File: config.mk
export PLATFORM = sky130hd
export DESIGN_NAME = tsps_skid
export DESIGN_NICKNAME = d
export VERILOG_FILES = /design/src/design/tsps_pkg.sv /design/src/design/tsps_skid.sv
export SDC_FILE = /design/constraint.sdc
export NUM_CORES = 1
export LEC_CHECK = 0
export BUFFER_PORTS_ARGS = -buffer_cell sky130_fd_sc_hd__buf_2
export CORE_MARGIN = 4
export CORE_UTILIZATION = 40
export CTS_CLUSTER_DIAMETER = 50
export CTS_CLUSTER_SIZE = 25
export DETAILED_ROUTE_END_ITERATION = 6
export PLACE_DENSITY = 0.7
export SYNTH_ARGS = -nofsm -noshare
export SYNTH_HDL_FRONTEND = slang
export SYNTH_SLANG_ARGS = --single-unit
File: constraint.sdc
create_clock -name clk -period 3.1 [get_ports clk]
set_input_delay 0.31 -clock clk [delete_from_list [all_inputs] [get_ports clk]]
set_output_delay 0.31 -clock clk [all_outputs]
set_load 0.02 [all_outputs]
File: src/design/tsps_pkg.sv
// Shared types, widths and constants of the three-step phase-shift pixel pipeline.
package tsps_pkg;

  localparam int SAMPLE_BITS = 8;

  // Front-end arithmetic widths
  localparam int DIFF_W = SAMPLE_BITS + 1;          // a - c
  localparam int EXC_W  = SAMPLE_BITS + 2;          // 2b - a - c
  localparam int SUM_W  = SAMPLE_BITS + 2;          // a + b + c
  localparam int DSQ_W  = 2 * SAMPLE_BITS;          // (a - c)^2
  localparam int ESQ_W  = 2 * SAMPLE_BITS + 2;      // (2b - a - c)^2
  localparam int Q_W    = 2 * SAMPLE_BITS + 3;      // 3 d^2 + e^2

  // Square root of 64 Q
  localparam int ROOT_W = SAMPLE_BITS + 5;
  localparam int RAD_W  = 2 * ROOT_W;
  localparam int REM_W  = ROOT_W + 2;

  // CORDIC datapath
  localparam int XY_W         = SAMPLE_BITS + 22;
  localparam int ACC_W        = 34;
  localparam int ANGLE_W      = 32;
  localparam int CORDIC_STEPS = 28;
  localparam int X_SHIFT      = 16;
  localparam int SQRT3_Q16    = 113512;
  localparam logic signed [ACC_W-1:0] ACC_PI = {{(ACC_W-ANGLE_W){1'b0}}, 32'h8000_0000};

  // Pipeline depth
  localparam int FRONT_STAGES = 3;
  localparam int PIPE_STAGES  = FRONT_STAGES + CORDIC_STEPS;
  localparam int ROOT_PAD     = CORDIC_STEPS - ROOT_W - 2;

  // Result formats
  localparam int LEVEL_W      = 10;
  localparam int PHASE_W      = 16;
  localparam int LEVEL_MAX    = 1023;
  localparam int PHASE_MAX    = 32767;
  localparam int PHASE_MIN    = -32768;
  localparam int PHASE_QUART  = 16384;
  localparam int PHASE_ROUND  = 32768;
  localparam int RND_SHIFT    = 16;

  // Divide by 3 of (4 sum + 1), reciprocal multiply plus one correction
  localparam int AMB_V_W    = SUM_W + 2;
  localparam int AMB_K      = AMB_V_W + 2;
  localparam int AMB_M      = (2 ** AMB_K) / 3;
  localparam int AMB_PROD_W = AMB_V_W + AMB_K;

  // Divide by 6 of (root + 3)
  localparam int MOD_V_W    = ROOT_W + 1;
  localparam int MOD_K      = MOD_V_W + 3;
  localparam int MOD_M      = (2 ** MOD_K) / 6;
  localparam int MOD_PROD_W = MOD_V_W + MOD_K;

  typedef struct packed {
    logic [SAMPLE_BITS-1:0] first_sample;
    logic [SAMPLE_BITS-1:0] second_sample;
    logic [SAMPLE_BITS-1:0] third_sample;
  } in_item_t;

  typedef struct packed {
    logic [LEVEL_W-1:0]        ambient_level;
    logic [LEVEL_W-1:0]        modulation_level;
    logic signed [PHASE_W-1:0] wrapped_phase;
  } out_item_t;

  typedef struct packed {
    logic signed [XY_W-1:0]  x;
    logic signed [XY_W-1:0]  y;
    logic signed [ACC_W-1:0] acc;
  } vec_t;

  // Sideband riding along the CORDIC pipe
  typedef struct packed {
    logic [LEVEL_W-1:0]        ambient;
    logic                      force_en;
    logic signed [PHASE_W-1:0] force_phase;
  } side_t;

  // atan(2^-i), 2^31 = pi
  function automatic logic [ANGLE_W-1:0] atan_step(input int unsigned idx);
    case (idx)
      0:       return 32'h2000_0000;
      1:       return 32'h12E4_051E;
      2:       return 32'h09FB_385B;
      3:       return 32'h0511_11D4;
      4:       return 32'h028B_0D43;
      5:       return 32'h0145_D7E1;
      6:       return 32'h00A2_F61E;
      7:       return 32'h0051_7C55;
      8:       return 32'h0028_BE53;
      9:       return 32'h0014_5F2F;
      10:      return 32'h000A_2F98;
      11:      return 32'h0005_17CC;
      12:      return 32'h0002_8BE6;
      13:      return 32'h0001_45F3;
      14:      return 32'h0000_A2FA;
      15:      return 32'h0000_517D;
      16:      return 32'h0000_28BE;
      17:      return 32'h0000_145F;
      18:      return 32'h0000_0A30;
      19:      return 32'h0000_0518;
      20:      return 32'h0000_028C;
      21:      return 32'h0000_0146;
      22:      return 32'h0000_00A3;
      23:      return 32'h0000_0051;
      24:      return 32'h0000_0029;
      25:      return 32'h0000_0014;
      26:      return 32'h0000_000A;
      27:      return 32'h0000_0005;
      default: return '0;
    endcase
  endfunction

endpackage

File: src/design/tsps_skid.sv
// Input skid register: takes one item while the pipeline is held.
module tsps_skid (
  input  logic               clk,
  input  logic               rst_n,
  input  logic               in_valid,
  input  tsps_pkg::in_item_t in_item,
  output logic               in_stall,
  input  logic               en,
  output logic               src_valid,
  output tsps_pkg::in_item_t src_item
);

  logic               full_r;
  logic               full_nxt;
  tsps_pkg::in_item_t item_r;

  assign in_stall  = full_r;
  assign src_valid = full_r | in_valid;
  assign src_item  = full_r ? item_r : in_item;

  always_comb begin
    full_nxt = full_r;
    if (en) begin
      full_nxt = 1'b0;
    end else if (in_valid && !full_r) begin
      full_nxt = 1'b1;
    end
  end

  always_ff @(posedge clk) begin
    if (!rst_n) begin
      full_r <= 1'b0;
    end else begin
      full_r <= full_nxt;
    end
  end

  always_ff @(posedge clk) begin
    if (!en && in_valid && !full_r) begin
      item_r <= in_item;
    end
  end

endmodule

After elaboration in Yosys (flattened, before gate mapping)

Cells that the tools add are included.

Register bits: 25
Latch bits: 0
Bits in writable memories: 0
Bits in read-only memories: 0
Input port bits: 28
Output and inout bits: 26
Logic and storage cells: 13
Memories: 0

Add/subtract/negate cells: 0
$mul: 0
Divide/modulo/power cells: 0
Magnitude comparators: 0
Equal/unequal tests: 0
Shifts and indexed selects: 0
Mux-type cells: 1
Bitwise logic cells: 2
Reduce and logical (&&, ||, !) cells: 6

Operators with widths:

| kind              | number |
|---|---|
| $mux 24           | 1 |
| $logic_and 1x1->1 | 3 |
| $logic_not 1->1   | 2 |
| $reduce_or 2->1   | 1 |
| $not 1->1         | 1 |
| $or 1x1->1        | 1 |

Logic depth before layout (Yosys ltp)

Depth after elaboration: 3
Gate-level depth with buffers: 3
Mapped depth without buffers: 2

Worst setup path after synthesis

Ideal clock, no wire load.

Kind: reg2reg
Start point: register full_r (netlist: in_stall)
End point: register item_r[0] (netlist name) (enable)
Setup time: 440 ps
Arrival time: 2,506 ps
Data required time: 2,660 ps
Setup slack: 154 ps
Cell stages (with the launch flop): 4
Buffers on the path: 2
Period minus slack after synthesis: 2,946 ps
Path through: dfxtp_1 > buf_6 > buf_12 > nor3b_1

Longest elaborated chain between the ends: 2

RTL lines:

| item                   | line            | source |
|---|---|---|
| start, declared        | tsps_skid.sv:13 | `logic full_r;` |
| start signal, assigned | tsps_skid.sv:34 | `full_r <= full_nxt;` |
| $logic_not 1->1        | tsps_skid.sv:39 | `if (!en && in_valid && !full_r) begin` |
| $logic_and 1x1->1      | tsps_skid.sv:39 |  |
| end signal, assigned   | tsps_skid.sv:40 | `item_r <= in_item;` |
| end, declared          | tsps_skid.sv:15 | `tsps_pkg::in_item_t item_r;` |

No other way between the ends.
A chain may end at the register's enable or synchronous reset.

==> impl_metrics.yaml <==
sta:
  rsz0062_at_grt: "false"
  slew_viol_final: 0
  timing_hold_violations_final: 0
  fin_tns_setup_ns: 0
  final.min_clock_period_ns: 2.422
  relSlewSlack_pct: 34.51
  skew_ns: 0.005798
  setup_viol: 0
  worst_pin_slew_ns: 0.9810
  fin_crit_sh_pct: 78.12
  hold_ws_ns: 0.1864
  fmax_mhz: 412.9
cts:
  clkTransAtPathRegs_ns: 0.13
  cts_tree: "yes"
  cts_sinks: 25
  cts_max_path_buffers: 2
  h-tree-depth: 1
  postCtsSetupBuffers: 0
  ctsResizeCount: 0
  clock_latency_ns: 0.30
  ctsHoldBuffers: 0
  cts_root_buffer: "clkbuf_4"
  cts_made_buffers: 3
global_routing:
  grt_use_total_pct: 10.64
  grt_pass1_vias: 628
  grt_pass1_wl_microns: 2835
  antenna_found_initial: 0
  gr-total-overflow: 0
  grt_max_degree: 20
setup_path:
  reg2reg_from: "in_stall"
  timing_worst_setup_path_type: "reg2out"
  critPathArrivalTime_ns: 2.11
  startpoint: "in_stall"
  crit_required_ns: 2.79
  end_kind: "output pin"
  critPathMaxFanout: 19
  cp-start-kind: "register"
floorplan:
  row_count: 19
  core_sq_um: 2758
  die-area_sq_um: 3822
  io_pins: 54
  start_util_pct: 42.01
  die_x_microns: 61.82
  fp.dieH_microns: 61.82
detailed_routing:
  vias: 666
  top_layer: "met4"
  drtPass1Iterations: 2
  wl_per_cell_microns: 13.93
  via_per_inst: 4.657
  m1WireLength_microns: 855
  wl_met3_microns: 223
  drc_errors: 0
  final_antenna_net_count: 0
  drt_iter0_drc: 16
  wl_microns: 1992
  routed-wl-met2_microns: 895
cells_and_area:
  multiInputGateArea_sq_um: 371.6
  nets: 141
  regArea_sq_um: 740.7
  fillers: 234
  drive_above_1_share_pct: 75.89
  final_area_sq_um: 1465
  fin_cells: 143
  antenna_cells: 0
  synthToLayoutAreaGrowth_pct: 26.46
synth:
  syn_nets: 83
  synth-seq-cells: 25
  synth_most_common_cell: "edfxtp_1"
  yosys_warnings: 0
  synth_seq_area_share_pct: 63.93
  synthArstFlopShare_pct: 0
  synthTopCellsByCount: "edfxtp_1 (24), mux2_4 (19), mux2_2 (5)"
  synth.area.top_cells: "edfxtp_1 (62%), mux2_4 (25%), mux2_2 (4.9%)"
  ys_types: 9
  ys.flop_type: "edfxtp_1"
  syn_inst: 55
  synth_edf_count: 24
  synth_top_area_share_pct: 62.20
  synth_area_sq_um: 1159
  synth_area_leader_cell: "edfxtp_1"
  syn_area_per_cell_sq_um: 21.07
hold_path:
  min_path_type: "in2reg"
  hp-start: "in_item[16]"
placed_design:
  placedCellCount: 139
  portBuffers: 53
  gp_congestion: 0.6301
  place_area_sq_um: 1439
  dp_hpwl_microns: 1577
pwr:
  p_leak_nw: 0.6418
  clkPwrFrac_pct: 20.7
  comb_power_share_pct: 19.3
  p_sw_share_pct: 23.92
  power_density_nw_per_um2: 449.3
  p_sw_mw: 0.1575
  ir_worst_vdd_v: 0.0002844
  pwr-share-seq_pct: 60.0
  p_int_mw: 0.5008
run:
  cap_viol_max_count: 0
run_status:
  status: "finished, final reports clean"
path summary, 6_finish.rpt:
path	slack, ns	cells past startpoint	end
worst max-delay path	0.68	3	src_item[5]
worst min-delay path	0.19	1	item_r[16]
worst max register to register	1.50	2	item_r[2]
worst min register to register	1.26	2	in_stall
power by group through the flow:
stage	clock [mW]	combinational, mW	sequential, mW
final	0.136	0.127	0.395
after global routing	0.159	0.137	0.397
after CTS	0.144	0.130	0.395
after detailed placement	0	0.130	0.403
after global placement	0	0.128	0.402
after floorplan	0	0.0889	0.399
layout make-up:
| type | instances | share of cell area [%] |
|---|---|---|
| timing repair buffer | 56 | 19.64 |
| clock buffer | 4 | 1.793 |
| sequential | 25 | 50.55 |
| tap | 31 | 2.647 |
| multi-input combinational | 27 | 25.36 |
metal layers:
layer / global-route usage, % / vias to the layer above
met3: 2.893 / 2
met4: 5.455 / 0
met5: 0 / -
met1: 13.85 / 297
li1: - / 330
met2: 16.29 / 37
kinds of logic (layout without fill, tap and decap cells):
| logic type | Yosys count | count (layout) | synth area share [%] |
|---|---|---|---|
| multiplexers | 24 | 24 | 29.48 |
| flip-flops | 25 | 25 | 63.93 |
| buffers and inverters | 3 | 60 | 4.428 |
| AND/OR/NAND/NOR | 3 | 3 | 2.160 |
worst max-delay path, stage by stage (launching register included):
cell     delay, ns
dfxtp_1       0.99
buf_4         0.35
mux2_4        0.31
buf_2         0.16
registers in the layout, summed over array words and instances (netlist names):
| register | cells |
|---|---|
| item_r | 24 |
| in_stall | 1 |
metrics by stage:
stage                     power [mW]  setup slack (ns)  util (%)
final                         0.6583            0.6782     53.13
after global routing          0.6933            0.5565     53.13
after CTS                     0.6690            0.6445     53.13
after detailed placement      0.5325             1.000     52.18
after global placement        0.5299             1.047     52.18
after floorplan               0.4874            0.1539         -
layout by cell type, fill, tap and decap left out:
cell and count:
nor3b_2 1, clkbuf_4 3, buf_2 53, edfxtp_1 24, and3b_1 1, mux2_2 5
or2_4 1, mux2_4 19, dfxtp_1 1, clkbuf_1 1, buf_4 3
No activity file was read; power rests on OpenSTA's default activity.
