File: config.mk
export PLATFORM = sky130hd
export DESIGN_NAME = tsps_root
export DESIGN_NICKNAME = d
export VERILOG_FILES = /design/src/design/tsps_pkg.sv /design/src/design/tsps_root.sv
export SDC_FILE = /design/constraint.sdc
export NUM_CORES = 1
export LEC_CHECK = 0
export BUFFER_PORTS_ARGS = -buffer_cell sky130_fd_sc_hd__buf_2
export CAP_MARGIN = 20
export CORE_ASPECT_RATIO = 0.9
export CORE_UTILIZATION = 58
export CTS_CLUSTER_DIAMETER = 150
export DETAILED_ROUTE_END_ITERATION = 8
export GPL_TIMING_DRIVEN = 0
export PLACE_DENSITY_LB_ADDON = 0.3
export SETUP_SLACK_MARGIN = 0.5
export SLEW_MARGIN = 10
export SYNTH_ARGS = -nofsm -noshare
export SYNTH_HDL_FRONTEND = slang
export SYNTH_SLANG_ARGS = --single-unit
File: constraint.sdc
create_clock -name clk -period 6.55 [get_ports clk]
set_clock_uncertainty 0.05 [all_clocks]
set_input_delay 0.655 -clock clk [delete_from_list [all_inputs] [get_ports clk]]
set_output_delay 0.655 -clock clk [all_outputs]
set_load 0.01 [all_outputs]
File: src/design/tsps_pkg.sv
// Shared types, widths and constants of the three-step phase-shift pixel pipeline.
package tsps_pkg;

  localparam int SAMPLE_BITS = 8;

  // Front-end arithmetic widths
  localparam int DIFF_W = SAMPLE_BITS + 1;          // a - c
  localparam int EXC_W  = SAMPLE_BITS + 2;          // 2b - a - c
  localparam int SUM_W  = SAMPLE_BITS + 2;          // a + b + c
  localparam int DSQ_W  = 2 * SAMPLE_BITS;          // (a - c)^2
  localparam int ESQ_W  = 2 * SAMPLE_BITS + 2;      // (2b - a - c)^2
  localparam int Q_W    = 2 * SAMPLE_BITS + 3;      // 3 d^2 + e^2

  // Square root of 64 Q
  localparam int ROOT_W = SAMPLE_BITS + 5;
  localparam int RAD_W  = 2 * ROOT_W;
  localparam int REM_W  = ROOT_W + 2;

  // CORDIC datapath
  localparam int XY_W         = SAMPLE_BITS + 22;
  localparam int ACC_W        = 34;
  localparam int ANGLE_W      = 32;
  localparam int CORDIC_STEPS = 28;
  localparam int X_SHIFT      = 16;
  localparam int SQRT3_Q16    = 113512;
  localparam logic signed [ACC_W-1:0] ACC_PI = {{(ACC_W-ANGLE_W){1'b0}}, 32'h8000_0000};

  // Pipeline depth
  localparam int FRONT_STAGES = 3;
  localparam int PIPE_STAGES  = FRONT_STAGES + CORDIC_STEPS;
  localparam int ROOT_PAD     = CORDIC_STEPS - ROOT_W - 2;

  // Result formats
  localparam int LEVEL_W      = 10;
  localparam int PHASE_W      = 16;
  localparam int LEVEL_MAX    = 1023;
  localparam int PHASE_MAX    = 32767;
  localparam int PHASE_MIN    = -32768;
  localparam int PHASE_QUART  = 16384;
  localparam int PHASE_ROUND  = 32768;
  localparam int RND_SHIFT    = 16;

  // Divide by 3 of (4 sum + 1), reciprocal multiply plus one correction
  localparam int AMB_V_W    = SUM_W + 2;
  localparam int AMB_K      = AMB_V_W + 2;
  localparam int AMB_M      = (2 ** AMB_K) / 3;
  localparam int AMB_PROD_W = AMB_V_W + AMB_K;

  // Divide by 6 of (root + 3)
  localparam int MOD_V_W    = ROOT_W + 1;
  localparam int MOD_K      = MOD_V_W + 3;
  localparam int MOD_M      = (2 ** MOD_K) / 6;
  localparam int MOD_PROD_W = MOD_V_W + MOD_K;

  typedef struct packed {
    logic [SAMPLE_BITS-1:0] first_sample;
    logic [SAMPLE_BITS-1:0] second_sample;
    logic [SAMPLE_BITS-1:0] third_sample;
  } in_item_t;

  typedef struct packed {
    logic [LEVEL_W-1:0]        ambient_level;
    logic [LEVEL_W-1:0]        modulation_level;
    logic signed [PHASE_W-1:0] wrapped_phase;
  } out_item_t;

  typedef struct packed {
    logic signed [XY_W-1:0]  x;
    logic signed [XY_W-1:0]  y;
    logic signed [ACC_W-1:0] acc;
  } vec_t;

  // Sideband riding along the CORDIC pipe
  typedef struct packed {
    logic [LEVEL_W-1:0]        ambient;
    logic                      force_en;
    logic signed [PHASE_W-1:0] force_phase;
  } side_t;

  // atan(2^-i), 2^31 = pi
  function automatic logic [ANGLE_W-1:0] atan_step(input int unsigned idx);
    case (idx)
      0:       return 32'h2000_0000;
      1:       return 32'h12E4_051E;
      2:       return 32'h09FB_385B;
      3:       return 32'h0511_11D4;
      4:       return 32'h028B_0D43;
      5:       return 32'h0145_D7E1;
      6:       return 32'h00A2_F61E;
      7:       return 32'h0051_7C55;
      8:       return 32'h0028_BE53;
      9:       return 32'h0014_5F2F;
      10:      return 32'h000A_2F98;
      11:      return 32'h0005_17CC;
      12:      return 32'h0002_8BE6;
      13:      return 32'h0001_45F3;
      14:      return 32'h0000_A2FA;
      15:      return 32'h0000_517D;
      16:      return 32'h0000_28BE;
      17:      return 32'h0000_145F;
      18:      return 32'h0000_0A30;
      19:      return 32'h0000_0518;
      20:      return 32'h0000_028C;
      21:      return 32'h0000_0146;
      22:      return 32'h0000_00A3;
      23:      return 32'h0000_0051;
      24:      return 32'h0000_0029;
      25:      return 32'h0000_0014;
      26:      return 32'h0000_000A;
      27:      return 32'h0000_0005;
      default: return '0;
    endcase
  endfunction

endpackage

File: src/design/tsps_root.sv
// Modulation level: pipelined square root of 64 Q, divide by 6, delay match.
module tsps_root (
  input  logic                           clk,
  input  logic                           en,
  input  logic [tsps_pkg::Q_W-1:0]       q_i,
  output logic [tsps_pkg::LEVEL_W-1:0]   level_o
);

  logic [tsps_pkg::RAD_W-1:0]  rad_r  [tsps_pkg::ROOT_W];
  logic [tsps_pkg::REM_W-1:0]  rem_r  [tsps_pkg::ROOT_W];
  logic [tsps_pkg::ROOT_W-1:0] root_r [tsps_pkg::ROOT_W];

  logic [tsps_pkg::MOD_V_W-1:0]    div_v;
  logic [tsps_pkg::MOD_PROD_W-1:0] div_prod;
  logic [tsps_pkg::MOD_V_W-1:0]    divv_r;
  logic [tsps_pkg::MOD_V_W-1:0]    divq_r;
  logic [tsps_pkg::MOD_V_W-1:0]    div_rem;
  logic [tsps_pkg::MOD_V_W-1:0]    div_fix;
  logic [tsps_pkg::LEVEL_W-1:0]    level_nxt;
  logic [tsps_pkg::LEVEL_W-1:0]    level_r;

  // one root bit per stage, restoring
  for (genvar i = 0; i < tsps_pkg::ROOT_W; i++) begin : g_bit
    logic [tsps_pkg::RAD_W-1:0]  cur_rad;
    logic [tsps_pkg::REM_W-1:0]  cur_rem;
    logic [tsps_pkg::ROOT_W-1:0] cur_root;
    logic [tsps_pkg::REM_W+1:0]  trial;
    logic [tsps_pkg::REM_W+1:0]  sub;

    if (i == 0) begin : g_first
      assign cur_rad  = tsps_pkg::RAD_W'(q_i) << 6;
      assign cur_rem  = '0;
      assign cur_root = '0;
    end else begin : g_rest
      assign cur_rad  = rad_r[i-1];
      assign cur_rem  = rem_r[i-1];
      assign cur_root = root_r[i-1];
    end

    assign trial = {cur_rem, cur_rad[tsps_pkg::RAD_W-1 -: 2]};
    assign sub   = (tsps_pkg::REM_W+2)'({cur_root, 2'b01});

    always_ff @(posedge clk) begin
      if (en) begin
        rad_r[i] <= cur_rad << 2;
        if (trial >= sub) begin
          rem_r[i]  <= tsps_pkg::REM_W'(trial - sub);
          root_r[i] <= {cur_root[tsps_pkg::ROOT_W-2:0], 1'b1};
        end else begin
          rem_r[i]  <= tsps_pkg::REM_W'(trial);
          root_r[i] <= {cur_root[tsps_pkg::ROOT_W-2:0], 1'b0};
        end
      end
    end
  end

  // n = floor((root + 3) / 6)
  assign div_v    = tsps_pkg::MOD_V_W'(root_r[tsps_pkg::ROOT_W-1]) + tsps_pkg::MOD_V_W'(3);
  assign div_prod = tsps_pkg::MOD_PROD_W'(div_v) * tsps_pkg::MOD_PROD_W'(tsps_pkg::MOD_M);

  always_ff @(posedge clk) begin
    if (en) begin
      divv_r <= div_v;
      divq_r <= tsps_pkg::MOD_V_W'(div_prod >> tsps_pkg::MOD_K);
    end
  end

  assign div_rem = divv_r - tsps_pkg::MOD_V_W'({divq_r, 2'b00})
                 - tsps_pkg::MOD_V_W'({divq_r, 1'b0});
  assign div_fix = (div_rem >= tsps_pkg::MOD_V_W'(6)) ? divq_r + 1'b1 : divq_r;

  always_comb begin
    if (div_fix > tsps_pkg::MOD_V_W'(tsps_pkg::LEVEL_MAX)) begin
      level_nxt = '1;
    end else begin
      level_nxt = tsps_pkg::LEVEL_W'(div_fix);
    end
  end

  always_ff @(posedge clk) begin
    if (en) begin
      level_r <= level_nxt;
    end
  end

  // pad out to the CORDIC latency
  if (tsps_pkg::ROOT_PAD > 0) begin : g_pad
    logic [tsps_pkg::LEVEL_W-1:0] pad_r [tsps_pkg::ROOT_PAD];
    for (genvar p = 0; p < tsps_pkg::ROOT_PAD; p++) begin : g_tap
      always_ff @(posedge clk) begin
        if (en) begin
          pad_r[p] <= (p == 0) ? level_r : pad_r[(p == 0) ? 0 : p-1];
        end
      end
    end
    assign level_o = pad_r[tsps_pkg::ROOT_PAD-1];
  end else begin : g_nopad
    assign level_o = level_r;
  end

endmodule

After elaboration in Yosys (flattened, before gate mapping) --
Memory sizes are Yosys's and may differ from the RTL's. Index checks and enable logic that the tools add are counted.
Word-level totals: register bits after elaboration 36, RAM bits 806, bits of input ports 21, output and inout bits 10, memories kept 4
Operators by class: $add $sub $neg 17, $mul 1, order comparisons 15, muxes and demuxes 107, bitwise operators 26
Memories:
- rad_r | words 13, bits a word 24, read ports 12, clocked after memory_dff 0, wr ports 13, RTL line tsps_root.sv:9 | logic [tsps_pkg::RAD_W-1:0] rad_r [tsps_pkg::ROOT_W];
- rem_r | words 13, bits a word 15, read ports 12, clocked after memory_dff 0, wr ports 13, RTL line tsps_root.sv:10 | logic [tsps_pkg::REM_W-1:0] rem_r [tsps_pkg::ROOT_W];
- root_r | words 13, bits a word 13, read ports 13, clocked after memory_dff 0, wr ports 13, RTL line tsps_root.sv:11 | logic [tsps_pkg::ROOT_W-1:0] root_r [tsps_pkg::ROOT_W];
- g_pad.pad_r | words 13, bits a word 10, read ports 13, clocked after memory_dff 0, wr ports 13, RTL line tsps_root.sv:88 | logic [tsps_pkg::LEVEL_W-1:0] pad_r [tsps_pkg::ROOT_PAD];
Operators by type and width (number):
- >= comparator 17 x 15 -> 1 bit | 12
- two-way mux 15 bit | 13
- two-way mux 13 bit | 14
- subtractor 15 bit | 12
- two-way mux 1 bit | 80
- multiplier 14 x 15 -> 29 bit (second input constant) | 1
- OR 1 bit | 26
- adder 13 x 2 -> 14 bit (second input constant) | 1
- >= comparator 14 x 3 -> 1 bit (second input constant) | 1
- subtractor 14 x 13 -> 14 bit | 1
- subtractor 14 bit | 1
- adder 12 x 1 -> 13 bit (second input constant) | 1
- > comparator 13 x 10 -> 1 bit (second input constant) | 1
- subtractor 1 x 1 -> 2 bit (second input constant) | 1
- >= comparator 1 bit (second input constant) | 1

Logic depth before layout (Yosys ltp) --
An unclocked memory read counts as a cell.
depth after elaboration 6, mapped depth 27, depth with buffers taken out 27

Least setup slack after synthesis --
OpenSTA, ideal clock, no wires.
path type register to register, from mem root_r[1][52] (netlist name), to reg divq_r[11] (netlist name) (data pin), setup time 0.260 ns, arrival 6.596 ns, required time 6.240 ns, slack -0.355 ns, cell stages (with the launch flop) 26, period minus slack after synthesis 6.905 ns, cells stage by stage edfxtp_1 -> inv_1 -> ha_1 -> nor2_1 -> nand3_1 -> nor2_1 -> and2_1 -> xor2_1 -> inv_1 -> fa_1 -> inv_1 -> fa_1 -> fa_1 -> fa_1 -> inv_1 -> fa_1 -> inv_1 -> ha_1 -> a311oi_1 -> a32oi_1 -> nand3_1 -> o21ai_0 -> a32o_1 -> or4_1 -> a31oi_1 -> xnor2_1
RTL lines:
- start: declaration | RTL line tsps_root.sv:11
- end signal: assignment | RTL line tsps_root.sv:64 | divq_r <= tsps_pkg::MOD_V_W'(div_prod >> tsps_pkg::MOD_K);
- end: declaration | RTL line tsps_root.sv:16 | logic [tsps_pkg::MOD_V_W-1:0] divq_r;

==> impl_metrics.env <==
export IMPL_grt_pass1_vias=15750
export IMPL_placementRows=73
export IMPL_synth_area_um2=26100
export IMPL_clock_path_buffers=3
export IMPL_drv_slew=0
export IMPL_clkSlewWorstSetupHoldPaths_ns=0.06
export IMPL_crit_path_end_kind="flop"
export IMPL_die_x_um=226
export IMPL_p_seq_share_pct=36.8
export IMPL_fin_crit_ns=6.47
export IMPL_grt_max_degree=109
export IMPL_power_switching_mw=4.00
export IMPL_cts_root_buf="clkbuf_16"
export IMPL_synth_nets=2272
export IMPL_critPathMaxFanout=3
export IMPL_core_um2=44300
export IMPL_dp_cells=2622
export IMPL_start_util_pct=58.9
export IMPL_post_route_period_util_pct=98.8
export IMPL_die_height_um=203
export IMPL_drv_cap=0
export IMPL_worst_ir_drop_vdd_mv=0.315
export IMPL_routed_via_density=5.65
export IMPL_htree_levels=2
export IMPL_synth_simple_gate_area_share_pct=9.09
export IMPL_drtAntennaViolNets=0
export IMPL_pwr_share_clk_pct=26.5
export IMPL_switching_share_pct=34.2
export IMPL_synth_top_area_share_pct=58.3
export IMPL_yosys_area_top_type="edfxtp_1"
export IMPL_holdWs_ns=0.182
export IMPL_pwr_share_comb_pct=36.7
export IMPL_ys_ff_latch=508
export IMPL_multiInputGateArea_um2=10100
export IMPL_worstPathArrival_ns=6.75
export IMPL_cts_sink_count=508
export IMPL_outcome="completed"
export IMPL_r2r_slack_ns=0.08
export IMPL_yosys_mux_area_fraction_pct=1.23
export IMPL_synth_edf_count=507
export IMPL_grt_antenna_before_repair=0
export IMPL_grt_usage_pct=21.6
export IMPL_final_cells=2756
export IMPL_synth_top_family_by_area="adder cells"
export IMPL_synth_xor_area_share_pct=4.56
export IMPL_fmax_mhz=155
export IMPL_worstMarginPinSlew_ns=0.988
export IMPL_whs_path_depth=1
export IMPL_critical_path_class="reg -> reg"
export IMPL_async_flop_share_pct=0
export IMPL_ys_types=78
export IMPL_area_growth_pct=13.4
export IMPL_rsz0062_at_grt="yes"
export IMPL_dieArea_um2=45900
export IMPL_drive_above_1_share_pct=13.2
export IMPL_start_kind="flop"
export IMPL_mostFrequentLayoutCells="507 x edfxtp_1, 218 x inv_1, 201 x ha_1"
export IMPL_io_buffer_count=30
export IMPL_setup_viol=0
export IMPL_grt_pass1_wl_um=78300
export IMPL_final_common_cell="edfxtp_1"
export IMPL_synth_top_flop_cell="edfxtp_1"
export IMPL_slew_headroom_pct=34.2
export IMPL_first_iter_violations=1068
export IMPL_cts_tree="done"
export IMPL_via_count=15560
export IMPL_syn_avg_cell_area_um2=13.1
export IMPL_insertion_delay_ns=0.60
export IMPL_dp_hpwl_um=34000
export IMPL_num_io_pins=31
export IMPL_p_total_mw=11.7
export IMPL_leakage_nw=11.9
export IMPL_numCtsBuffers=51
export IMPL_insertedDiodeCount=0
export IMPL_placed_area_um2=27200
export IMPL_synth_adder_area_share_pct=14.2
export IMPL_place_congestion=0.870
export IMPL_seq_area_um2=15200
export IMPL_hold_viol=0
export IMPL_dr_pass1_iters=5
export IMPL_reg2reg_depth=26
export IMPL_worst_ep_required_time_ns=6.83
export IMPL_syn_inst=1988
export IMPL_fin_nets=2401
export IMPL_finalInstanceArea_um2=29600
export IMPL_p_per_area_nw_per_um2=396
export IMPL_synth_area_top_cells="edfxtp_1 58%, ha_1 9.9%, fa_1 4.3%, inv_1 3.2%, xnor2_1 2.5%"
export IMPL_drc=0
export IMPL_hold_class="in -> reg"
export IMPL_wl_um=48000
export IMPL_nFillCells=3170
export IMPL_intPower_mw=7.71
export IMPL_yosys_warnings=0
export IMPL_synth_compound_area_share_pct=8.30
export IMPL_wire_per_inst_um=17.4
export IMPL_grt_ovfl_total=0
export IMPL_ys_seq_area_share_pct=58.4
## cells by family after synthesis
kind of cell               count (synthesis)
xor gates and xnor gates                 136
muxes                                     29
DFF                                      508
buffers and inverters                    278
adders and majority gates                263
AOI/OAI and AO/OA                        319
and+or+nand+nor                          455
## path summary, 6_finish.rpt
kind	start	to
worst max-delay path	root_r[1][52]$_DFFE_PP_	divq_r[11]$_DFFE_PP_
worst min-delay path	q_i[15]	rad_r[0][21]$_DFFE_PP_
worst max register to register	root_r[1][52]$_DFFE_PP_	divq_r[11]$_DFFE_PP_
worst min register to register	g_pad.pad_r[0][31]$_DFFE_PP_	g_pad.pad_r[0][41]$_DFFE_PP_
## cell type report
type                       count  share of cell area [%]
clock buffer                  59                    4.49
inverter                     226                    2.87
multi-input combinational   1202                    34.2
timing repair buffer          76                    1.94
buffer                        52                   0.854
tap                          600                    2.54
clock inverter                33                    1.57
sequential                   508                    51.5
## synthesized netlist by cell type, types with 15 or more instances
cell type	count
edfxtp_1	507
inv_1	225
ha_1	207
nor2_1	112
nand2_1	95
o21ai_0	80
xnor2_1	76
a21oi_1	66
xor2_1	60
fa_1	56
nor3_1	43
nand3_1	40
clkbuf_1	33
o21a_1	29
a21o_1	25
mux2_2	25
and2_1	19
nand2b_1	19
o31ai_1	18
a211oi_1	16
nand4_1	16
nor4_1	15
## state kept, by name, summed over array words and instances (netlist names)
register     cells
divv_r          14
level_r         10
rad_r           90
divq_r          12
g_pad.pad_r    130
rem_r          161
root_r          91
## worst max-delay path, cell delays in order, from the launching register on
cell and delay, ns:
edfxtp_1 0.41, inv_4 0.07, ha_4 0.17, nor2_4 0.10, nand3_4 0.11, nor2_4 0.16, buf_6 0.12, and2_4 0.16
xor2_4 0.16, inv_2 0.07, fa_1 0.56, inv_2 0.06, fa_2 0.60, fa_1 0.43, fa_1 0.50, inv_2 0.04
fa_1 0.49, inv_2 0.05, ha_4 0.23, a21oi_4 0.19, o2111ai_4 0.17, a31oi_4 0.21, o21ai_2 0.11, a32o_2 0.28
or4_4 0.45, a31oi_4 0.17, xnor2_2 0.09
## per-stage QoR
step	TNS (ns)	util, %	setup WS (ns)
floorplan	0	-	0.219
global placement	-149.36	61.2	-0.798
detailed placement	-4.52	61.4	-0.846
CTS	0	66.4	0.127
global route	-0.275	66.8	-0.152
finish	0	66.8	0.0814
## layer usage
metal,global-route usage [%],up-vias,share of wire (%)
li1,-,7497,-
met1,27.9,7602,43
met2,37.1,354,50
met3,2.97,107,4.0
met4,8.41,0,3.2
met5,0,-,0
## power groups by stage
| stage | Sequential (mW) | Combinational (mW) | Clock, mW |
|---|---|---|---|
| after detailed placement | 4.38 | 3.80 | 0 |
| after CTS | 4.31 | 4.07 | 3.17 |
| after floorplan | 4.28 | 2.91 | 0 |
| after global routing | 4.35 | 4.75 | 3.29 |
| after global placement | 4.38 | 3.67 | 0 |
| final | 4.31 | 4.30 | 3.10 |
## timing repair
| item | CTS | global route |
|---|---|---|
| setup endpoints to repair | 12 | 11 |
| buffers inserted | 32 | 7 |
| gates resized for setup | 38 | 19 |
| pin swaps | 29 | 16 |
| hold buffers | 0 | 0 |
No activity file was read; power rests on OpenSTA's default activity.
