<file path="config.mk">
export PLATFORM = sky130hd
export DESIGN_NAME = tsps_front
export DESIGN_NICKNAME = d
export VERILOG_FILES = /design/src/design/tsps_pkg.sv /design/src/design/tsps_front.sv
export SDC_FILE = /design/constraint.sdc
export NUM_CORES = 1
export LEC_CHECK = 0
export ABC_AREA = 1
export BUFFER_PORTS_ARGS = -buffer_cell sky130_fd_sc_hd__buf_2
export CAP_MARGIN = 0
export CORE_UTILIZATION = 61
export CTS_BUF_LIST = sky130_fd_sc_hd__clkbuf_16
export DETAILED_ROUTE_END_ITERATION = 10
export PLACE_DENSITY = 0.81
export SETUP_SLACK_MARGIN = 0.15
export SYNTH_ARGS = -nofsm -noshare
export SYNTH_HDL_FRONTEND = slang
export SYNTH_SLANG_ARGS = --single-unit
</file>
<file path="constraint.sdc">
create_clock -name clk -period 5.95 [get_ports clk]
set_clock_uncertainty 0.1 [all_clocks]
set_input_delay 1.19 -clock clk [delete_from_list [all_inputs] [get_ports clk]]
set_output_delay 1.19 -clock clk [all_outputs]
set_load 0.01 [all_outputs]
</file>
<file path="src/design/tsps_pkg.sv">
// Shared types, widths and constants of the three-step phase-shift pixel pipeline.
package tsps_pkg;

  localparam int SAMPLE_BITS = 8;

  // Front-end arithmetic widths
  localparam int DIFF_W = SAMPLE_BITS + 1;          // a - c
  localparam int EXC_W  = SAMPLE_BITS + 2;          // 2b - a - c
  localparam int SUM_W  = SAMPLE_BITS + 2;          // a + b + c
  localparam int DSQ_W  = 2 * SAMPLE_BITS;          // (a - c)^2
  localparam int ESQ_W  = 2 * SAMPLE_BITS + 2;      // (2b - a - c)^2
  localparam int Q_W    = 2 * SAMPLE_BITS + 3;      // 3 d^2 + e^2

  // Square root of 64 Q
  localparam int ROOT_W = SAMPLE_BITS + 5;
  localparam int RAD_W  = 2 * ROOT_W;
  localparam int REM_W  = ROOT_W + 2;

  // CORDIC datapath
  localparam int XY_W         = SAMPLE_BITS + 22;
  localparam int ACC_W        = 34;
  localparam int ANGLE_W      = 32;
  localparam int CORDIC_STEPS = 28;
  localparam int X_SHIFT      = 16;
  localparam int SQRT3_Q16    = 113512;
  localparam logic signed [ACC_W-1:0] ACC_PI = {{(ACC_W-ANGLE_W){1'b0}}, 32'h8000_0000};

  // Pipeline depth
  localparam int FRONT_STAGES = 3;
  localparam int PIPE_STAGES  = FRONT_STAGES + CORDIC_STEPS;
  localparam int ROOT_PAD     = CORDIC_STEPS - ROOT_W - 2;

  // Result formats
  localparam int LEVEL_W      = 10;
  localparam int PHASE_W      = 16;
  localparam int LEVEL_MAX    = 1023;
  localparam int PHASE_MAX    = 32767;
  localparam int PHASE_MIN    = -32768;
  localparam int PHASE_QUART  = 16384;
  localparam int PHASE_ROUND  = 32768;
  localparam int RND_SHIFT    = 16;

  // Divide by 3 of (4 sum + 1), reciprocal multiply plus one correction
  localparam int AMB_V_W    = SUM_W + 2;
  localparam int AMB_K      = AMB_V_W + 2;
  localparam int AMB_M      = (2 ** AMB_K) / 3;
  localparam int AMB_PROD_W = AMB_V_W + AMB_K;

  // Divide by 6 of (root + 3)
  localparam int MOD_V_W    = ROOT_W + 1;
  localparam int MOD_K      = MOD_V_W + 3;
  localparam int MOD_M      = (2 ** MOD_K) / 6;
  localparam int MOD_PROD_W = MOD_V_W + MOD_K;

  typedef struct packed {
    logic [SAMPLE_BITS-1:0] first_sample;
    logic [SAMPLE_BITS-1:0] second_sample;
    logic [SAMPLE_BITS-1:0] third_sample;
  } in_item_t;

  typedef struct packed {
    logic [LEVEL_W-1:0]        ambient_level;
    logic [LEVEL_W-1:0]        modulation_level;
    logic signed [PHASE_W-1:0] wrapped_phase;
  } out_item_t;

  typedef struct packed {
    logic signed [XY_W-1:0]  x;
    logic signed [XY_W-1:0]  y;
    logic signed [ACC_W-1:0] acc;
  } vec_t;

  // Sideband riding along the CORDIC pipe
  typedef struct packed {
    logic [LEVEL_W-1:0]        ambient;
    logic                      force_en;
    logic signed [PHASE_W-1:0] force_phase;
  } side_t;

  // atan(2^-i), 2^31 = pi
  function automatic logic [ANGLE_W-1:0] atan_step(input int unsigned idx);
    case (idx)
      0:       return 32'h2000_0000;
      1:       return 32'h12E4_051E;
      2:       return 32'h09FB_385B;
      3:       return 32'h0511_11D4;
      4:       return 32'h028B_0D43;
      5:       return 32'h0145_D7E1;
      6:       return 32'h00A2_F61E;
      7:       return 32'h0051_7C55;
      8:       return 32'h0028_BE53;
      9:       return 32'h0014_5F2F;
      10:      return 32'h000A_2F98;
      11:      return 32'h0005_17CC;
      12:      return 32'h0002_8BE6;
      13:      return 32'h0001_45F3;
      14:      return 32'h0000_A2FA;
      15:      return 32'h0000_517D;
      16:      return 32'h0000_28BE;
      17:      return 32'h0000_145F;
      18:      return 32'h0000_0A30;
      19:      return 32'h0000_0518;
      20:      return 32'h0000_028C;
      21:      return 32'h0000_0146;
      22:      return 32'h0000_00A3;
      23:      return 32'h0000_0051;
      24:      return 32'h0000_0029;
      25:      return 32'h0000_0014;
      26:      return 32'h0000_000A;
      27:      return 32'h0000_0005;
      default: return '0;
    endcase
  endfunction

endpackage

</file>
<file path="src/design/tsps_front.sv">
// Front stages: differences, squares, ambient level and CORDIC pre-rotation.
module tsps_front (
  input  logic                           clk,
  input  logic                           en,
  input  tsps_pkg::in_item_t             item_i,
  output logic [tsps_pkg::Q_W-1:0]       q_o,
  output tsps_pkg::vec_t                 vec_o,
  output tsps_pkg::side_t                side_o
);

  // stage 1
  logic signed [tsps_pkg::DIFF_W-1:0] d_r;
  logic signed [tsps_pkg::EXC_W-1:0]  e_r;
  logic [tsps_pkg::SUM_W-1:0]         sum_r;

  // stage 2
  logic signed [2*tsps_pkg::DIFF_W-1:0] dsq_full;
  logic signed [2*tsps_pkg::EXC_W-1:0]  esq_full;
  logic signed [tsps_pkg::XY_W-1:0]     y_full;
  logic [tsps_pkg::AMB_V_W-1:0]         ambv;
  logic [tsps_pkg::AMB_PROD_W-1:0]      amb_prod;
  logic [tsps_pkg::DSQ_W-1:0]           dsq_r;
  logic [tsps_pkg::ESQ_W-1:0]           esq_r;
  logic signed [tsps_pkg::XY_W-1:0]     x_r;
  logic signed [tsps_pkg::XY_W-1:0]     y_r;
  logic [tsps_pkg::AMB_V_W-1:0]         ambv_r;
  logic [tsps_pkg::AMB_V_W-1:0]         ambq_r;
  logic                                 dz_r;
  logic                                 dpos_r;
  logic                                 ez_r;
  logic                                 eneg_r;

  // stage 3
  logic [tsps_pkg::AMB_V_W-1:0] amb_rem;
  logic [tsps_pkg::AMB_V_W-1:0] amb_fix;
  logic [tsps_pkg::Q_W-1:0]     q_r;
  tsps_pkg::vec_t               vec_nxt;
  tsps_pkg::vec_t               vec_r;
  tsps_pkg::side_t              side_nxt;
  tsps_pkg::side_t              side_r;

  always_ff @(posedge clk) begin
    if (en) begin
      d_r   <= tsps_pkg::DIFF_W'(item_i.first_sample) - tsps_pkg::DIFF_W'(item_i.third_sample);
      e_r   <= tsps_pkg::EXC_W'({item_i.second_sample, 1'b0})
             - tsps_pkg::EXC_W'(item_i.first_sample) - tsps_pkg::EXC_W'(item_i.third_sample);
      sum_r <= tsps_pkg::SUM_W'(item_i.first_sample) + tsps_pkg::SUM_W'(item_i.second_sample)
             + tsps_pkg::SUM_W'(item_i.third_sample);
    end
  end

  assign dsq_full = d_r * d_r;
  assign esq_full = e_r * e_r;
  assign y_full   = tsps_pkg::XY_W'(d_r) * tsps_pkg::XY_W'(tsps_pkg::SQRT3_Q16);
  assign ambv     = {sum_r, 2'b01};   // 4 sum + 1
  assign amb_prod = tsps_pkg::AMB_PROD_W'(ambv) * tsps_pkg::AMB_PROD_W'(tsps_pkg::AMB_M);

  always_ff @(posedge clk) begin
    if (en) begin
      dsq_r  <= dsq_full[tsps_pkg::DSQ_W-1:0];
      esq_r  <= esq_full[tsps_pkg::ESQ_W-1:0];
      y_r    <= y_full;
      x_r    <= tsps_pkg::XY_W'(e_r) <<< tsps_pkg::X_SHIFT;
      ambv_r <= ambv;
      ambq_r <= tsps_pkg::AMB_V_W'(amb_prod >> tsps_pkg::AMB_K);
      dz_r   <= (d_r == '0);
      dpos_r <= !d_r[tsps_pkg::DIFF_W-1] && (d_r != '0);
      ez_r   <= (e_r == '0);
      eneg_r <= e_r[tsps_pkg::EXC_W-1];
    end
  end

  // reciprocal estimate is low by at most one
  assign amb_rem = ambv_r - tsps_pkg::AMB_V_W'({ambq_r, 1'b0}) - ambq_r;
  assign amb_fix = (amb_rem >= tsps_pkg::AMB_V_W'(3)) ? ambq_r + 1'b1 : ambq_r;

  always_comb begin
    vec_nxt.x   = x_r;
    vec_nxt.y   = y_r;
    vec_nxt.acc = '0;
    if (eneg_r) begin
      // left half-plane: rotate by pi first
      vec_nxt.x   = -x_r;
      vec_nxt.y   = -y_r;
      vec_nxt.acc = dpos_r ? tsps_pkg::ACC_PI : -tsps_pkg::ACC_PI;
    end

    if (amb_fix > tsps_pkg::AMB_V_W'(tsps_pkg::LEVEL_MAX)) begin
      side_nxt.ambient = '1;
    end else begin
      side_nxt.ambient = tsps_pkg::LEVEL_W'(amb_fix);
    end

    side_nxt.force_en = dz_r | ez_r;
    if (dz_r) begin
      side_nxt.force_phase = eneg_r ? tsps_pkg::PHASE_W'(tsps_pkg::PHASE_MAX) : '0;
    end else begin
      side_nxt.force_phase = dpos_r ? tsps_pkg::PHASE_W'(tsps_pkg::PHASE_QUART)
                                    : tsps_pkg::PHASE_W'(-tsps_pkg::PHASE_QUART);
    end
  end

  always_ff @(posedge clk) begin
    if (en) begin
      q_r    <= tsps_pkg::Q_W'({dsq_r, 1'b0}) + tsps_pkg::Q_W'(dsq_r) + tsps_pkg::Q_W'(esq_r);
      vec_r  <= vec_nxt;
      side_r <= side_nxt;
    end
  end

  assign q_o    = q_r;
  assign vec_o  = vec_r;
  assign side_o = side_r;

endmodule

</file>
Word level (Yosys, flattened, before mapping). Index checks and enable logic that the tools add are counted.

$add $sub $neg: 12. $mul: 4. Magnitude comparators: 2. Muxes and demuxes: 6. Bitwise gates (word level): 1. Reduce and logical (&&, ||, !) cells: 5.

Operator list (number): $mux W94 (1); $mux W34 (1); $mux W16 (2); $neg A26 Y30 (1); $neg A30 Y30 (1); $mul A12 B13 Y25 const B (1); $mul A9 B15 Y24 const B (1); $add A18 B18 Y19 (1); $add A17 B16 Y18 (1); $mul A10 B10 Y18 (1); $mul A9 B9 Y16 (1); $mux W15 (1); $add A11 B1 Y12 const B (1); $ge A12 B2 Y1 const B (1); $gt A12 B10 Y1 const B (1); $mux W12 (1); $sub A12 B11 Y12 (1); $sub A12 B12 Y12 (1); $add A9 B8 Y10 (1); $logic_not A10 Y1 (1); $sub A10 B8 Y10 (1); $sub A9 B8 Y10 (1); $add A8 B8 Y9 (1); $logic_not A9 Y1 (1); other kinds (5) (5).

Register bits after elaboration: 265. Input bits: 26. Output and inout bits: 140. Logic and storage cells: 52.

Logic depth before layout (Yosys ltp). Gate-level depths: netlist (run 1).

Depth after elaboration: 5. Depth in mapped cells: 23. Gate-level depth less buffers: 22.

Least setup slack after synthesis (run 1). OpenSTA, ideal clock, no wires.

Path type: flip-flop to flip-flop. Start point: reg e_r[9] (netlist bit). End point: reg esq_r[15] (netlist bit) (data pin). Library setup time: 0.265 ns. Arrival time: 4.882 ns. Required time: 5.585 ns. Path slack: 0.703 ns. Cell stages (with the launch flop): 18. Path buffers: 1. Clock period less this slack: 5.247 ns. Cell sequence: edfxtp_1 > clkbuf_1 > nand2_1 > inv_1 > fa_1 > inv_1 > fa_1 > inv_1 > fa_1 > fa_1 > inv_1 > fa_1 > inv_1 > ha_1 > a21oi_1 > a21boi_0 > o21ai_0 > xor2_1.

Word-level cells in the longest chain between the ends: 1.

RTL lines: from (decl) (line tsps_front.sv:13) `logic signed [tsps_pkg::EXC_W-1:0] e_r;`; from (signal assigned) (line tsps_front.sv:45) `e_r <= tsps_pkg::EXC_W'({item_i.second_sample, 1'b0})`; $mul A10 B10 Y18 (line tsps_front.sv:53) `assign esq_full = e_r * e_r;`; net esq_full, one bit (line tsps_front.sv:18) `logic signed [2*tsps_pkg::EXC_W-1:0] esq_full;`; to (signal assigned) (line tsps_front.sv:61) `esq_r <= esq_full[tsps_pkg::ESQ_W-1:0];`; to (decl) (line tsps_front.sv:23) `logic [tsps_pkg::ESQ_W-1:0] esq_r;`.

The timed path passes the listed nets, and every way through them passes these cells. A chain may end at the register's enable or synchronous reset.

Worst setup path in the final report (run 1).
Start point: reg e_r[2] (netlist bit). End point: reg esq_r[15] (netlist bit) (data pin).

The elaborated chain is that of the path after synthesis.

==> results of run 1 <==
## cells by family after synthesis
group	count (synthesis)
buf+inv	596
fa+ha+maj	511
other cells	1
xor+xnor	133
simple gates	561
compound gates	192
flops	189
## metal layers
layer  vias to the layer above  part of all wire  routed length, um
met5                         -                 0                  0
met4                         0             0.017                672
met3                        57             0.053               2140
met2                       411              0.51              20400
met1                      6936              0.42              16900
li1                       6955                 -                  -
## metrics by stage
stage               utilization  instance area (sq um)
CTS                       0.663                  22300
global placement          0.646                  21800
global route              0.663                  22400
finish                    0.663                  22400
detailed placement        0.646                  21800
floorplan                     -                  21200
## cells in the mapped netlist (5+ instances only)
master,instances,area (sq um)
o21bai_1,9,67.6
ha_1,275,3440
nor4_1,6,37.5
nand4_1,19,119
buf_4,66,495
o21ai_0,41,205
nor2_1,99,372
inv_1,507,1900
clkbuf_1,20,75.1
nand2_1,345,1290
o31ai_1,6,45.0
or2_2,6,37.5
fa_1,236,4720
edfxtp_1,189,5680
xnor2_1,38,333
nand3_1,53,265
a21oi_1,95,475
a31oi_1,5,31.3
nor3_1,21,105
a21o_1,13,97.6
xor2_1,95,832
a21boi_0,6,45.0
## layout by cell type, fill, tap and decap left out, types with 9 or more instances in the layout
| master | instances |
|---|---|
| nand2_1 | 345 |
| inv_1 | 508 |
| edfxtp_1 | 189 |
| nand4_1 | 19 |
| nor3_1 | 21 |
| nor2_1 | 99 |
| o21ai_0 | 41 |
| nand3_1 | 53 |
| xnor2_1 | 38 |
| xor2_1 | 95 |
| o21bai_1 | 9 |
| buf_4 | 11 |
| a21o_1 | 13 |
| conb_1 | 56 |
| a21oi_1 | 95 |
| buf_2 | 113 |
| clkbuf_16 | 17 |
| fa_1 | 236 |
| ha_1 | 275 |
## worst max-delay path, stage by stage, from the launching register on
cell and delay [ps]:
edfxtp_1 590, nand2_1 120, inv_1 90, fa_1 710, inv_1 150, fa_1 550
inv_1 50, fa_1 460, fa_1 540, inv_1 50, fa_1 530, inv_1 40
ha_1 340, a21oi_1 160, a21boi_0 430, o21ai_0 180, xor2_1 160
## state kept, by name, indices dropped and copies added, names as in the netlist, 8 cells and up
signal	cells
ambq_r	11
ambv_r	10
d_r	9
dsq_r	15
e_r	9
esq_r	16
q_o	18
side_o	14
sum_r	10
vec_o	42
x_r	8
y_r	23
## area by class of cell
class | instances | area [sq um] | area share
multi-input cells | 1453 | 13000 | 0.581
flip-flops and latches | 189 | 5680 | 0.254
inverters | 508 | 1910 | 0.0853
repair buffers | 125 | 662 | 0.0296
clock inverters | 15 | 146 | 0.00655
clock buffers | 17 | 425 | 0.0190
well taps | 448 | 561 | 0.0251
## how the worst max path moves through the flow
| stage | start | endpoint |
|---|---|---|
| 5_1_grt | e_r[2] | esq_r[16] |
| 2_1_floorplan | e_r[9] | esq_r[15] |
| 3_3_place_gp | e_r[3] | esq_r[15] |
| 6_report | e_r[2] | esq_r[15] |
| 3_5_place_dp | e_r[3] | esq_r[15] |
| 4_1_cts | e_r[3] | esq_r[15] |
## repair_timing
| item | in CTS | in global routing |
|---|---|---|
| setup endpoints to repair | 0 | 3 |
| hold endpoints to repair | 0 | 0 |
| buffers inserted | 0 | 3 |
==> run metrics, run 1 <==
outcome=finished, final reports clean; Tmin final=5530 ps; final slew viol count=0; met3 usage in global routing=0.0334; routed wire length=40100 um; Min Hold Slack=430 ps; worst skew pair latency=450 ps; Simple-Gate Fraction of Synth Area=0.112; Die Wd=187 um; Routed WL per cell=14.5 um; clk slew on worst S/H paths=80 ps; ratio of cells with drive above 1 in the final layout=0.0754; Root Buffer=clkbuf_16; final worst slack=417 ps; Cells after Synth=2183; Placer Congestion=0.893; HP Class=reg2reg; register area share after synthesis=0.271; Slew @ Worst Pin=1120 ps; max-cap viol count=0; post-synthesis mux area share=0; routed vias/inst=5.21; dpl hpwl=33000 um; Critical Path RT=6040 ps; Initial Utilization=0.622; Fill cells=2570; R2R Setup Slk=420 ps; Netlist cell types=43; post-route clock period utilization=0.930; Post-CTS Resized=0; drt first pass iters=7; RSZ-0062 raised after global routing=no; initial antenna violation count=0; synthesized-area fraction occupied by adder cells=0.390; n_diodes=0; Place WS=445 ps; Fin. Hold Viols=0; met2 usage=0.423; GR Layer Usage met1=0.306; R2R Path End=esq_r[15]; CTS sink cnt=189; Vias=14359; relative max-transition margin=0.253; Setup TNS=0 ps; Port Buffers=114; Syn Std Cell Area=0.0209 sq mm; DR iter-0 viols=898; Setup crit end kind=flip-flop; Most Crowded Layer GR=met2; DR DRC count=0; dpl cells=2720; GR Overflow Total=0; IO Pins=166; nets@finish=2831; # rows=67; post-route ant nets=0; Post-Syn Area per Cell=9.59 sq um; CTS tree=built; critical path type=reg2reg; Die Area=0.0351 sq mm; core area=0.0337 sq mm; CTS Buf Count=17; FFs w/ async S/R, synth=0; CP max FO=12; Top FF cell, synth=edfxtp_1; Synth Area in XOR/XNOR=0.0556; FMAX=181 MHz; vias in the first global route=14869; P&R area growth vs syn=6.74%; Die Y=187 um; Post-synth EDFFs=189; Overall Global Routing Usage=0.239; global-route wire length before repair=67900 um; final non-filler cell total=2755; Reg2Reg Depth=16; Yosys warning count=0; # setup viols final=0; Compound-Gate Fraction of Synth Area=0.0524; largest family of logic cells by synthesized area=adder cells; hold depth=0; critical path data arrival time=5620 ps; Yosys reg bits=189; CTS max path bufs=2; worst reg2reg startpoint=e_r[2]; largest net degree at the start of global routing=111; Hold Crit Start=sum_r[9]; H-tree Lvls=4; Hold Crit Endpoint=ambv_r[11]; startpoint types=flip-flop; hold_buf cts=0
Power of run 1 is left out: the tool's default activity adds up to more than one toggle a clock period on the data nets, which glitch-free logic cannot reach.
==> run 2: changes to the inputs <==
Settings changed: BUFFER_PORTS_ARGS -buffer_cell sky130_fd_sc_hd__buf_2 to default, DONT_BUFFER_PORTS from default to 1, PLACE_DENSITY 0.81 to 0.77.
==> run metrics, run 2 (synthesis results as in run 1) <==
GR Overflow Total=0 (unchanged); DR DRC count=0 (unchanged); R2R Path End=esq_r[12]; Util after Layout=0.647 (-0.0164); # rows=67 (unchanged); Post-CTS Resized=0 (unchanged); CP max FO=13 (+1); Overall Global Routing Usage=0.234 (-0.00424); H-tree Lvls=4 (unchanged); Die Y=187 um (unchanged); vias in the first global route=14216 (-4.4%); worst reg2reg startpoint=e_r[5]; Routed WL per cell=14.6 um (+0.45%); P&R area growth vs syn=4.10%; DR iter-0 viols=796 (-11%); ratio of cells with drive above 1 in the final layout=0.0269 (-0.0485); CTS max path bufs=2 (unchanged); most common cell after layout, fill and taps aside=inv_1; post-route clock period utilization=0.924 (-0.00619); max FFs per register=42 (unchanged); startpoint types=flip-flop; HP Class=reg2reg; CTS tree=built; largest net degree at the start of global routing=190 (+71%); final slew viol count=0 (unchanged); dpl hpwl=31900 um (-3.3%); commonest cells after routing, fill and taps aside=507 x inv_1, 345 x nand2_1, 275 x ha_1; critical path type=reg2reg; Port Buffers=0 (-100%); worst skew pair latency=470 ps (+20 ps); Hold Crit Start=ez_r; Vias=13766 (-4.1%); dpl cells=2607 (-4.2%); FMAX=182 MHz (+0.67%); final non-filler cell total=2639 (-4.2%); # setup viols final=0 (unchanged); Design Area, Final=0.0218 sq mm (-2.5%); initial antenna violation count=0 (unchanged); placed cell area=0.0212 sq mm (-2.6%); R2R Setup Slk=450 ps (+40 ps); post-route ant nets=0 (unchanged); Fill cells=2705 (+5.3%); CTS Buf Count=17 (unchanged); Hold Crit Endpoint=side_o[16]; CTS sink cnt=189 (unchanged); crit path from=e_r[5]; Post-CTS Setup Repair Bufs=0 (unchanged); routed wire length=38600 um (-3.8%); relative max-transition margin=0.592 (+0.339); IO Pins=166 (unchanged); Root Buffer=clkbuf_16; routed vias/inst=5.22 (about the same); Die Wd=187 um (unchanged); n_diodes=0 (unchanged); drt first pass iters=6 (-1); global-route wire length before repair=66000 um (-2.8%); Critical Path RT=6060 ps (+20 ps); clk slew on worst S/H paths=80 ps (about the same); Fin. Hold Viols=0 (unchanged); critical path data arrival time=5610 ps (about the same); RSZ-0062 raised after global routing=no; Slew @ Worst Pin=606 ps (-515 ps); Reg2Reg Depth=17 (+1); hold depth=1 (+1); Setup crit end kind=flip-flop; outcome=finished, final reports clean; nets@finish=2715 (-4.1%); Tmin final=5500 ps (-36.9 ps); core area=0.0337 sq mm (unchanged); Initial Utilization=0.622 (unchanged); Setup TNS=0 ps (unchanged); Placer Congestion=0.920 (+3.0%); max-cap viol count=0 (unchanged); hold_buf cts=0 (unchanged); Die Area=0.0351 sq mm (unchanged)
run 2: cell types whose count changed in the layout (fill, tap and decap cells not counted), sizes merged:
| cell | change |
|---|---|
| inv | -2 |
| clkbuf | -1 |
| clkinv | +1 |
| buf | -115 |
| clkinvlp | +1 |
run 2: metrics by stage:
| stage | hold WS (ps) | setup slack (ps) |
|---|---|---|
| 6_report | 445 | 453 |
| 5_1_grt | 462 | 215 |
| 4_1_cts | 451 | 493 |
| 3_5_place_dp | 409 | 522 |
| 3_3_place_gp | 405 | 642 |
| 2_1_floorplan | 324 | 703 |
run 2: final cells by class:
cell class	count	area, sq um	share of cell area
Clock inverter	15	188	0.00861
Tap cell	448	561	0.0257
Inverter	508	1910	0.0875
Timing Repair Buffer	9	67.6	0.00310
Multi-Input combinational cell	1453	13000	0.595
Clock buffer	17	425	0.0195
Sequential cell	189	5680	0.260
run 2: how the worst max path moves through the flow:
stage               cells after the start         to  slack, ps
finish                                 17  esq_r[12]        450
global route                           21  esq_r[16]        220
CTS                                    16  esq_r[15]        490
detailed placement                     16  esq_r[15]        520
global placement                       16  esq_r[15]        640
floorplan                              17  esq_r[15]        700
run 2: worst max-delay path, stage by stage (launching register included):
cell,delay (ps)
edfxtp_1,720
nand2_1,210
inv_1,120
fa_1,450
fa_1,470
ha_1,330
fa_1,540
inv_1,60
fa_1,560
inv_1,50
ha_1,350
a21oi_1,230
a21boi_0,360
o21ai_0,230
a21o_1,200
nand2_1,50
nand2_1,60
xor2_1,140
run 2: per-layer routing:
metal / wire [um] / global-route usage / vias up
li1: - / - / 6735
met3: 2320 / 0.0458 / 53
met5: 0 / 0 / -
met1: 16400 / 0.300 / 6613
met2: 19100 / 0.401 / 365
met4: 680 / 0.0731 / 0
Power of run 2 is left out for the same reason.
==> run 3: changes to the inputs <==
Settings changed: CELL_PAD_IN_SITES_DETAIL_PLACEMENT from default to 0, CELL_PAD_IN_SITES_GLOBAL_PLACEMENT from default to 1, CORE_UTILIZATION 61 to 52, PLACE_DENSITY 0.77 to default, PLACE_DENSITY_LB_ADDON from default to 0.1, REMOVE_ABC_BUFFERS from default to 1.
==> run metrics, run 3 (synthesis results as in run 1) <==
outcome=finished, final reports clean; largest net degree at the start of global routing=190 (unchanged); Critical Path RT=6070 ps (about the same); max-cap viol count=0 (unchanged); placed cell area=0.0213 sq mm (+0.56%); Overall Global Routing Usage=0.204 (-0.0303); vias in the first global route=13880 (-2.4%); Die Area=0.0411 sq mm (+17%); critical-path cell list=nand2_1, inv_1, fa_1, inv_1, fa_1, inv_1, fa_1, fa_1, inv_1, fa_1, inv_1, ha_1, a21oi_1, a21boi_0, o21ai_0, xor2_1; Post-CTS Setup Repair Bufs=0 (unchanged); CTS max path bufs=2 (unchanged); Initial Utilization=0.527 (-0.0944); hold_buf cts=0 (unchanged); Post-CTS Resized=0 (unchanged); dpl cells=2687 (+3.1%); final slew viol count=0 (unchanged); # rows=73 (+9.0%); IO Pins=166 (unchanged); final non-filler cell total=2719 (+3.0%); P&R area growth vs syn=4.71%; routed wire length=39200 um (+1.6%); worst skew pair latency=470 ps (about the same); CTS tree=built; Slew @ Worst Pin=763 ps (+157 ps); Place WS=586 ps (+63.8 ps); RSZ-0062 raised after global routing=no; kind of cell adding the most delay to the critical path=adder cells; Port Buffers=0 (unchanged); HP Class=reg2reg; Placer Congestion=0.846 (-8.0%); CP max stage delay=670 ps (-50 ps); post-route ant nets=0 (unchanged); max FFs per register=42 (unchanged); DR iter-0 viols=579 (-27%); CP max FO=8 (-5); commonest cells after routing, fill and taps aside=510 x inv_1, 345 x nand2_1, 275 x ha_1; Die Y=203 um (+8.2%); critical path's slowest cell=fa_1; Tmin final=5340 ps (-155 ps); final worst slack=609 ps (+155 ps); clk slew on worst S/H paths=80 ps (about the same); FMAX=187 MHz (+2.9%); Fill cells=3602 (+33%); CTS sink cnt=189 (unchanged); Routed WL per cell=14.4 um (-1.4%); met2 usage=0.348 (-0.0531); critical path type=reg2reg; global-route wire length before repair=66600 um (+0.96%); # setup viols final=0 (unchanged); ratio of cells with drive above 1 in the final layout=0.0269 (-0.0000368); Design Area, Final=0.0219 sq mm (+0.58%); Setup crit end kind=flip-flop; Vias=13467 (-2.2%); startpoint types=flip-flop; nets@finish=2718 (+0.11%); n_diodes=0 (unchanged); Die Wd=203 um (+8.2%); Root Buffer=clkbuf_16; core area=0.0397 sq mm (+18%); Most Crowded Layer GR=met2; CTS Buf Count=17 (unchanged); CP bufs+invs=5 (+2); routed vias/inst=4.95 (-5.1%); Setup TNS=0 ps (unchanged); dpl hpwl=32600 um (+2.1%); Fin. Hold Viols=0 (unchanged); met3 usage in global routing=0.0342 (-0.0116); H-tree Lvls=4 (unchanged); initial antenna violation count=0 (unchanged); critical path data arrival time=5460 ps (-150 ps); post-route clock period utilization=0.898 (-0.0261); DR DRC count=0 (unchanged); most common cell after layout, fill and taps aside=inv_1; GR Overflow Total=0 (unchanged); relative max-transition margin=0.487 (-0.105); drt first pass iters=6 (unchanged); GR Layer Usage met1=0.267 (-0.0335)
-- run 3: cell count changes in the layout (fill, tap and decap cells not counted) --
cell	delta
clkinv_8	-6
inv_8	-5
bufinv_16	+4
buf_4	+3
inv_1	+3
clkinv_4	+2
clkinv_2	+1
clkinvlp_4	+1
-- run 3: through the flow --
stage	hold WS, ps	util
after CTS	398	0.552
after global routing	424	0.552
after floorplan	354	-
after global placement	386	0.536
final	397	0.552
after detailed placement	378	0.536
-- run 3: worst register-to-register path: cells and delay by family (launching register included) --
family	cells	cell delay (ps)
AOI/OAI and AO/OA	3	650
and+or+nand+nor	1	180
adders and majority gates	6	3100
xor gates and xnor gates	1	160
buffers and inverters	5	400
DFF	1	520
-- run 3: final timing paths --
kind / from / end / slack, ps / cells past startpoint
setup / recovery: e_r[9] / esq_r[15] / 610 / 16
hold / removal: sum_r[9] / ambv_r[11] / 400 / 0
setup reg to reg: e_r[9] / esq_r[15] / 610 / 16
hold reg to reg: sum_r[9] / ambv_r[11] / 400 / 0
-- run 3: cell type report --
| type | instances | area, sq um | share of cell area |
|---|---|---|---|
| sequential | 189 | 5680 | 0.259 |
| clock inverter | 15 | 195 | 0.00890 |
| timing repair buffer | 12 | 90.1 | 0.00411 |
| clock buffer | 17 | 425 | 0.0194 |
| multi-input combinational | 1453 | 13000 | 0.592 |
| inverter | 508 | 1910 | 0.0869 |
| tap | 525 | 657 | 0.0300 |
-- run 3: routing by layer --
| metal | vias to the layer above | wire [um] |
|---|---|---|
| li1 | 6718 | - |
| met1 | 6505 | 17900 |
| met2 | 201 | 19300 |
| met3 | 43 | 1310 |
| met4 | 0 | 642 |
| met5 | - | 0 |
Power of run 3 is left out for the same reason.
